--- src/sv/mrh_pkg.sv ---
// ----------------------------------------------------------------------------
// mrh_pkg
// Shared types and codes for the monotone radix heap.
// ----------------------------------------------------------------------------
package mrh_pkg;

  localparam int ORD_W = 32;
  localparam int OCC_W = 11;

  localparam logic CMD_PUSH = 1'b0;
  localparam logic CMD_POP  = 1'b1;

  typedef enum logic [1:0] {
    ST_OK    = 2'd0,
    ST_EMPTY = 2'd1,
    ST_FULL  = 2'd2,
    ST_LOW   = 2'd3
  } status_t;

  typedef enum logic [3:0] {
    S_IDLE,
    S_PUSH_ALLOC,
    S_PUSH_WR,
    S_RN_OUTER,
    S_RN_LATCH,
    S_RN_INNER,
    S_RN_COPY,
    S_POP_SCAN,
    S_POP_REB,
    S_POP_REMOVE,
    S_RESP
  } state_t;

  typedef struct packed {
    logic lex_lt;
    logic ord_gt;
  } cmp_res_t;

endpackage

--- src/sv/mrh_cmp.sv ---
// ----------------------------------------------------------------------------
// mrh_cmp
// Shared compare unit: (bucket, key, value) ordering, order-stamp compare
// and bucket number of a key against the last popped key.
// ----------------------------------------------------------------------------
module mrh_cmp
  import mrh_pkg::*;
#(
  parameter int KEY_BITS   = 32,
  parameter int VALUE_BITS = 16,
  parameter int BKT_W      = 6
) (
  input  logic [BKT_W-1:0]      cand_bucket,
  input  logic [KEY_BITS-1:0]   cand_key,
  input  logic [VALUE_BITS-1:0] cand_value,
  input  logic [BKT_W-1:0]      best_bucket,
  input  logic [KEY_BITS-1:0]   best_key,
  input  logic [VALUE_BITS-1:0] best_value,
  input  logic [ORD_W-1:0]      ord_a,
  input  logic [ORD_W-1:0]      ord_b,
  input  logic [KEY_BITS-1:0]   base_key,
  output cmp_res_t              res,
  output logic [BKT_W-1:0]      new_bucket
);

  logic [KEY_BITS-1:0] diff;

  assign diff = cand_key ^ base_key;
  assign res.lex_lt = {cand_bucket, cand_key, cand_value} <
                      {best_bucket, best_key, best_value};
  assign res.ord_gt = ord_a > ord_b;

  // bit length of the key difference
  always_comb begin
    new_bucket = '0;
    for (int i = 0; i < KEY_BITS; i++) begin
      if (diff[i]) begin
        new_bucket = BKT_W'(i + 1);
      end
    end
  end

endmodule

--- config.mk ---
export PLATFORM = sky130hd
export DESIGN_NAME = mrh_cmp
export DESIGN_NICKNAME = d
export VERILOG_FILES = /design/src/sv/mrh_pkg.sv /design/src/sv/mrh_cmp.sv
export SDC_FILE = /design/constraint.sdc
export NUM_CORES = 1
export LEC_CHECK = 0
export BUFFER_PORTS_ARGS = -buffer_cell sky130_fd_sc_hd__buf_2
export CAP_MARGIN = 5
export CORE_MARGIN = 2
export CORE_UTILIZATION = 43
export DETAILED_ROUTE_END_ITERATION = 10
export PLACE_DENSITY = 0.86
export REMOVE_ABC_BUFFERS = 1
export SYNTH_ARGS = -nofsm -noshare
export SYNTH_HDL_FRONTEND = slang
export SYNTH_SLANG_ARGS = --single-unit
--- constraint.sdc ---
create_clock -name vclk -period 2.1
set_input_delay 0.21 -clock vclk [all_inputs]
set_output_delay 0.21 -clock vclk [all_outputs]
set_load 0.005 [all_outputs]
==> reports/metrics.cfg, run 1 <==
[status]
status = finished with violations
violations = negative setup slack

[floorplanning]
rows = 29
die_h_um = 84.6
core-area_um2 = 6310
start_util_pct = 44.2
die_w_um = 84.6
die_area_um2 = 7150
ioPinCount = 212

[final_layout]
n_clock_buffer = 0
area_delta_synth_final_pct = 55.4
diodes = 0
seq_cells = 0
layout-drive-gt1-share_pct = 41.8
final_cells = 714
seq_area_um2 = 0
fin_nets = 928
fin_area_um2 = 4340
multiInputGateArea_um2 = 2620
filler_cell_count = 563

[power_and_ir_drop]
switching_share_pct = 49.9
p_leak_nw = 2.54
p_per_area_nw_per_um2 = 207
seqPwrFrac_pct = 0
internal-power_uw = 449
peakVddDrop_uv = 124
clkPwrFrac_pct = 0
switching_power_uw = 447
power_frac_comb_pct = 100.0

[place]
port_buffers = 212
gp_congestion = 0.889
place_ws_ns = -0.220
dpl.cell_count = 710
place_area_um2 = 4090
dp_hpwl_um = 9030

[logic_synthesis]
yosysUniqueCellTypes = 41
synth_area_leader_cell = ha_1
yosysSeqAreaShare_pct = 0
syn_inst = 402
yosysWarnings = 0
synth_common_cells = inv_1, ha_1, a21oi_1
synth_most_common_cell = inv_1
synth_area_um2 = 2790
syn_area_per_cell_um2 = 6.94
yosys.area.top_type_share_pct = 38.1
synthTopCellsByArea = ha_1, inv_1, xnor2_1

[route]
drc = 0
drtPass1Iterations = 5
drtAntennaViolNets = 0
num_vias = 3804
vias_per_cell = 5.33
wire_per_inst_um = 14.6
drtIter0Drc = 122
wl_um = 10500

[timing]
hold_viol = 0
tightest_slew_ns = 0.552
slew_viol_final = 0
final.min_clock_period_ns = 2.20
rsz0062_at_grt = true
max_clock_freq_ghz = 0.455
period_share_pct = 105
setup_viol = 1
worst_slack_ns = -0.0959
slew_headroom_pct = 63.1
setup_tns_ns = -0.0959

[grt]
grt_pass1_vias = 3816
grt_use_met1_pct = 29.9
antenna_found_initial = 0
gr-usage-met3_pct = 2.56
grt.busiest_layer = met2
overflow = 0
grt_usage_pct = 26.2
use_met2_pct = 50.1
grt_max_degree = 7
grt_pass1_wl_um = 15900

[setup_path]
startpoint = best_value[11]
worstPathMaxFanout = 2
cp_data_arrival_time_ns = 1.99
start_kind = input pin
critPathKind = input pin to primary output
worstSetupEndpointType = primary output
cp.required_ns = 1.89

[worst_hold_path]
min_to = new_bucket[5]
hold_start = base_key[31]
min-delay-path-class = input pin to primary output
min_path_cells = 3

[clock_tree]
cts_hold_buf = 0

[run]
cap_violations = 0

-- cells in the final DEF, fill, tap and decap left out, types with 3 or more instances in the layout --
cell type and count:
a211oi_1 6, a21o_1 4, a21oi_1 29, a21oi_2 3, a31oi_1 4, buf_2 207, buf_4 23, buf_6 5
ha_1 75, ha_4 8, inv_1 89, inv_2 4, nand2_1 29, nand2b_1 3, nand3_1 9, nand4_1 12
nor2_1 20, nor2b_1 3, nor3_2 3, o211ai_1 6, o21a_1 4, o21ai_0 14, o21ai_1 8, xnor2_1 22
xor2_1 11
-- critical path, stage by stage --
cell and delay [ns]:
buf_2 0.10, inv_2 0.06, ha_4 0.20, a221oi_2 0.24, o21ai_1 0.13, a221oi_2 0.27, o41ai_2 0.15, a2111oi_2 0.31
a31o_1 0.20, buf_2 0.12
-- kinds of logic (layout without fill, tap and decap cells) --
| group | after synthesis | in the layout | synth area share, % |
|---|---|---|---|
| compound gates | 100 | 100 | 23.4 |
| buf+inv | 94 | 329 | 12.6 |
| simple gates | 89 | 89 | 15.2 |
| fa+ha+maj | 85 | 85 | 38.1 |
| xor+xnor | 34 | 34 | 10.7 |
-- power by group through the flow --
stage | logic [mW] | clock network (mW) | registers [mW]
after CTS | 0.856 | 0 | 0
after detailed placement | 0.824 | 0 | 0
after floorplan | 0.437 | 0 | 0
final | 0.896 | 0 | 0
after global routing | 1.00 | 0 | 0
after global placement | 0.787 | 0 | 0
-- timing repair --
item                                    CTS  global route
setup buffers                             1             3
resized for setup                        16            20
endpoints found under the setup margin    2             3
pin swaps                                 7             8
-- stage by stage --
step                total power, mW  hold slack [ns]  utilization, %
CTS                           0.856            0.819            66.6
global placement              0.787            0.807            64.8
detailed placement            0.824            0.819            64.8
global route                   1.00            0.843            68.7
floorplan                     0.437            0.524               -
finish                        0.896            0.826            68.7
-- layer usage --
layer	part of all wire, %	up-vias
li1	-	1875
met2	52	157
met5	0	-
met1	38	1728
met4	4.0	0
met3	5.5	44
-- worst max path at each step --
stage	to	slack (ns)	depth (start not counted)
2_1_floorplan	res[1]	0.21	8
3_3_place_gp	res[1]	-0.16	10
3_5_place_dp	res[1]	-0.22	10
4_1_cts	res[1]	-0.10	10
5_1_grt	res[1]	-0.20	10
6_report	res[1]	-0.1	10
-- cell type report --
cell class / instances / share of cell area, %
multi-input cells: 308 / 60.4
repair buffers: 235 / 29.2
inverters: 94 / 8.19
well taps: 77 / 2.22
(Power assumes the default switching activity.)
==> run 2: changes to the inputs <==
--- a/config.mk
+++ b/config.mk
@@ -6,12 +6,12 @@
 export NUM_CORES = 1
 export LEC_CHECK = 0
 export BUFFER_PORTS_ARGS = -buffer_cell sky130_fd_sc_hd__buf_2
-export CAP_MARGIN = 5
 export CORE_MARGIN = 2
 export CORE_UTILIZATION = 43
 export DETAILED_ROUTE_END_ITERATION = 10
-export PLACE_DENSITY = 0.86
+export PLACE_DENSITY = 0.85
 export REMOVE_ABC_BUFFERS = 1
 export SYNTH_ARGS = -nofsm -noshare
 export SYNTH_HDL_FRONTEND = slang
 export SYNTH_SLANG_ARGS = --single-unit
+export TNS_END_PERCENT = 5
==> run 2 against run 1 <==
Effect of this change: critical path depth fell by 1; routed wire length fell by 9.4%; via count fell by 5.2%; count of clock-buffer cells in the layout did not move; first-iteration DRC count fell by 21%; die area did not move; combinational power fell by 2%; the run still ends with negative setup slack left; sequential cell count did not move; worst setup slack improved by 0.059 ns; maximum frequency rose by 2.8%; highest routed layer unchanged; hold slack improved by 0.0052 ns.
==> reports/metrics.cfg, run 2 (same netlist as run 1, synthesis figures left out) <==
[floorplanning]
core-area_um2 = 6310
start_util_pct = 44.2
rows = 29
die_area_um2 = 7150
die_w_um = 84.6
ioPinCount = 212
die_h_um = 84.6

[power_and_ir_drop]
p_leak_nw = 2.51
peakVddDrop_uv = 111
total_power_uw = 876
p_per_area_nw_per_um2 = 204

[setup_path]
worstSetupEndpointType = primary output
path_cells = buf_8, ha_4, nand4_1, nor4_4, nand2_1, nor4_4, a2111oi_2, a31o_1, buf_2
cp.depth = 9
cp.required_ns = 1.89
cp_data_arrival_time_ns = 1.93
slowest_delay_ns = 0.36
cp_num_buf_inv = 2
start_kind = input pin
crit_path_end = res[1]
startpoint = cand_key[15]
critPathKind = input pin to primary output
cp_common_cell = nor4_4
crit_family = simple AND/OR/NAND/NOR gates
worstPathMaxFanout = 3
slowest_stage = nor4_4

[final_layout]
seq_cells = 0
fin_area_um2 = 4300
final_cell_mix = buf_2, inv_1, ha_1
fin_nets = 920
diodes = 0
layout-drive-gt1-share_pct = 40.5
final_common_cell = buf_2
area_delta_synth_final_pct = 54.2
seq_area_um2 = 0
n_clock_buffer = 0

[timing]
hold-worst-slack_ns = 0.831
rsz0062_at_grt = true
hold_viol = 0
slew_viol_final = 0
period_share_pct = 102
max_clock_freq_ghz = 0.468
final.min_clock_period_ns = 2.14
setup_tns_ns = -0.0370
tightest_slew_ns = 0.562
slew_headroom_pct = 62.4
setup_viol = 1
worst_slack_ns = -0.0370

[place]
place_area_um2 = 4050
port_buffers = 212
gp_congestion = 0.882
place_ws_ns = -0.142
dp_hpwl_um = 8580

[worst_hold_path]
min-delay-path-class = input pin to primary output

[grt]
grt_max_degree = 7
grt_usage_pct = 24.3
grt.busiest_layer = met2
grt_use_met1_pct = 30.9
grt_pass1_vias = 3530
grt_pass1_wl_um = 14800
overflow = 0
antenna_found_initial = 0
use_met2_pct = 43.4
gr-usage-met3_pct = 1.77

[route]
wl_um = 9470
drtAntennaViolNets = 0
vias_per_cell = 5.11
drtPass1Iterations = 4
num_vias = 3606
drc = 0
drtIter0Drc = 96
wire_per_inst_um = 13.4

[run]
cap_violations = 0

[status]
violations = negative setup slack
status = finished with violations

run 2: cell types whose count changed in the layout (fill, tap and decap cells not counted), moves of 3 or more:
cell	before	now
buf_2	207	203
buf_4	23	15
inv_1	89	86
inv_2	4	7
run 2: what timing repair did:
| action | in CTS | in global routing |
|---|---|---|
| hold buffers | 0 | 0 |
| pin swaps | 5 | 15 |
| resized for setup | 10 | 32 |
| setup buffers | 0 | 1 |
| setup endpoints to repair | 1 | 3 |
run 2: cell type report:
type / instances / area, um2
Tap cell: 77 / 96.3
Fill cell: 568 / 2010
Inverter: 94 / 355
Multi-Input combinational cell: 308 / 2610
Timing Repair Buffer: 227 / 1240
run 2: how the worst min path moves through the flow:
stage | start | end | slack (ns) | cells past startpoint
after detailed placement | base_key[31] | new_bucket[5] | 0.82 | 3
after CTS | base_key[31] | new_bucket[5] | 0.82 | 3
after global placement | base_key[31] | new_bucket[5] | 0.80 | 3
after floorplan | cand_key[31] | new_bucket[5] | 0.52 | 1
final | base_key[31] | new_bucket[5] | 0.83 | 3
after global routing | base_key[31] | new_bucket[5] | 0.84 | 3
run 2: stage by stage:
step / util [%] / instances
3_3_place_gp: 64.2 / 705
4_1_cts: 65.2 / 705
5_1_grt: 68.2 / 706
2_1_floorplan: - / 402
6_report: 68.2 / 706
3_5_place_dp: 64.2 / 705
run 2: per-layer routing:
metal  routed length, um  vias to the layer above
li1                    -                     1857
met3                 477                       28
met5                   0                        -
met4                 277                        0
met2                4760                      136
met1                3950                     1585
run 2: tightest hold or removal path, stage by stage:
cell	delay, ns
buf_2	0.08
xor2_1	0.17
buf_2	0.16
run 2: power breakdown:
part	switching [mW]	leakage (nW)	total, mW	internal, mW
sequential	0	0	0	0
clock	0	0	0	0
combinational	0.431	2.51	0.876	0.445
total	0.431	2.51	0.876	0.445
==> run 3: changes to the inputs <==
--- a/config.mk
+++ b/config.mk
@@ -9,7 +9,8 @@
 export CORE_MARGIN = 2
 export CORE_UTILIZATION = 43
 export DETAILED_ROUTE_END_ITERATION = 10
-export PLACE_DENSITY = 0.85
+export MAX_ROUTING_LAYER = met4
+export PLACE_DENSITY_LB_ADDON = 0.15
 export REMOVE_ABC_BUFFERS = 1
 export SYNTH_ARGS = -nofsm -noshare
 export SYNTH_HDL_FRONTEND = slang
==> run 3 against run 2 <==
Effect of this change: the run still ends with negative setup slack left; total power is essentially flat; global-route usage shrank 0.55 points; combinational power is essentially flat; critical path type unchanged.
==> reports/metrics.cfg, run 3 (same netlist as run 1, synthesis figures left out) <==
[status]
status = finished with violations
violations = negative setup slack

[route]
wl_um = 9040
drtPass1Iterations = 4
vias_per_cell = 5.05
drtIter0Drc = 51
wire_per_inst_um = 12.6
num_vias = 3614
drc = 0
drtAntennaViolNets = 0

[timing]
slew_headroom_pct = 67.8
hold_viol = 0
rsz0062_at_grt = true
max_clock_freq_ghz = 0.465
slew_viol_final = 0
worst_slack_ns = -0.0488
period_share_pct = 102
tightest_slew_ns = 0.481
hold-worst-slack_ns = 0.808
setup_viol = 1
final.min_clock_period_ns = 2.15

[setup_path]
path_cells = buf_2, inv_2, ha_4, nand4_1, nor4_2, buf_4, nand2_4, nor4_4, a2111oi_2, a31o_1, buf_2
cp_data_arrival_time_ns = 1.94
cp.required_ns = 1.89
cp_common_cell = buf_2
slowest_stage = nor4_2
critPathKind = input pin to primary output
worstSetupEndpointType = primary output
start_kind = input pin
worstPathMaxFanout = 3
slowest_delay_ns = 0.29

[grt]
grt_max_degree = 7
overflow = 0
antenna_found_initial = 0
grt_usage_pct = 23.7
grt_pass1_vias = 3428
grt_pass1_wl_um = 14000

[floorplanning]
die_area_um2 = 7150
start_util_pct = 44.2
die_h_um = 84.6
rows = 29
die_w_um = 84.6
core-area_um2 = 6310
ioPinCount = 212

[final_layout]
filler_cell_count = 566
fin_nets = 930
layout-drive-gt1-share_pct = 41.8
area_delta_synth_final_pct = 57.1
final_common_cell = buf_2
final_cell_mix = buf_2, inv_1, ha_1
diodes = 0
seq_cells = 0
seq_area_um2 = 0
n_clock_buffer = 0

[run]
cap_violations = 0

[power_and_ir_drop]
p_leak_nw = 2.55
peakVddDrop_uv = 110
p_per_area_nw_per_um2 = 200

[worst_hold_path]
hold_start = base_key[31]
min_path_cells = 3
min-delay-path-class = input pin to primary output
min_to = new_bucket[5]

[place]
port_buffers = 212
gp_congestion = 0.862
dp_hpwl_um = 8200
place_ws_ns = -0.179

[clock_tree]
cts_hold_buf = 0

[run 3: cell count changes in the layout (fill, tap and decap cells not counted), moves of 2 or more]
cell	delta
o21ai_0	-3
ha_4	+2
buf_4	+11
o21ai_1	+3
ha_1	-2
[run 3: layout make-up]
| cell class | count | area, um2 | share of cell area [%] |
|---|---|---|---|
| inverter | 94 | 355 | 8.11 |
| multi-input combinational | 308 | 2630 | 60.1 |
| tap | 77 | 96.3 | 2.20 |
| timing repair buffer | 237 | 1300 | 29.6 |
[run 3: what timing repair did]
item / CTS / global route
setup buffers: 1 / 3
pin swaps: 5 / 14
resized for setup: 11 / 32
endpoints found under the setup margin: 1 / 2
[run 3: worst max-delay path by stage]
stage | startpoint | cells past startpoint | to | slack (ns)
6_report | best_key[16] | 11 | res[1] | -0.05
3_5_place_dp | cand_key[21] | 10 | res[1] | -0.18
2_1_floorplan | best_value[9] | 8 | res[1] | 0.21
5_1_grt | best_key[17] | 11 | res[1] | -0.19
3_3_place_gp | cand_key[20] | 9 | res[1] | -0.17
4_1_cts | cand_key[8] | 10 | res[1] | -0.09
[run 3: worst max-delay path: cells and delay by family]
family / cells / cell delay, ns
AND/OR/NAND/NOR: 4 / 0.71
adder cells (fa/ha/maj): 1 / 0.25
buffers and inverters: 4 / 0.45
AO/OA/AOI/OAI: 2 / 0.31
[run 3: per-layer routing]
metal	global-route usage [%]	wire length, um	vias to the layer above
met5	-	0	-
met4	2.89	106	0
met3	1.28	512	10
met2	46.6	4800	121
met1	26.8	3620	1602
li1	-	-	1881
[run 3: power breakdown]
group          internal (mW)  total (mW)  switching (mW)
Clock                      0           0               0
Combinational          0.451       0.876           0.424
Sequential                 0           0               0
[run 3: per-stage QoR]
step,total power [mW],utilization [%],instances,cell area [um2],TNS [ns]
5_1_grt,0.988,69.4,716,4380,-0.212
4_1_cts,0.836,66.2,713,4180,-0.0900
3_5_place_dp,0.813,65.0,712,4110,-0.179
2_1_floorplan,0.437,-,402,2790,0
6_report,0.876,69.4,716,4380,-0.0488
3_3_place_gp,0.791,65.0,712,4110,-0.174
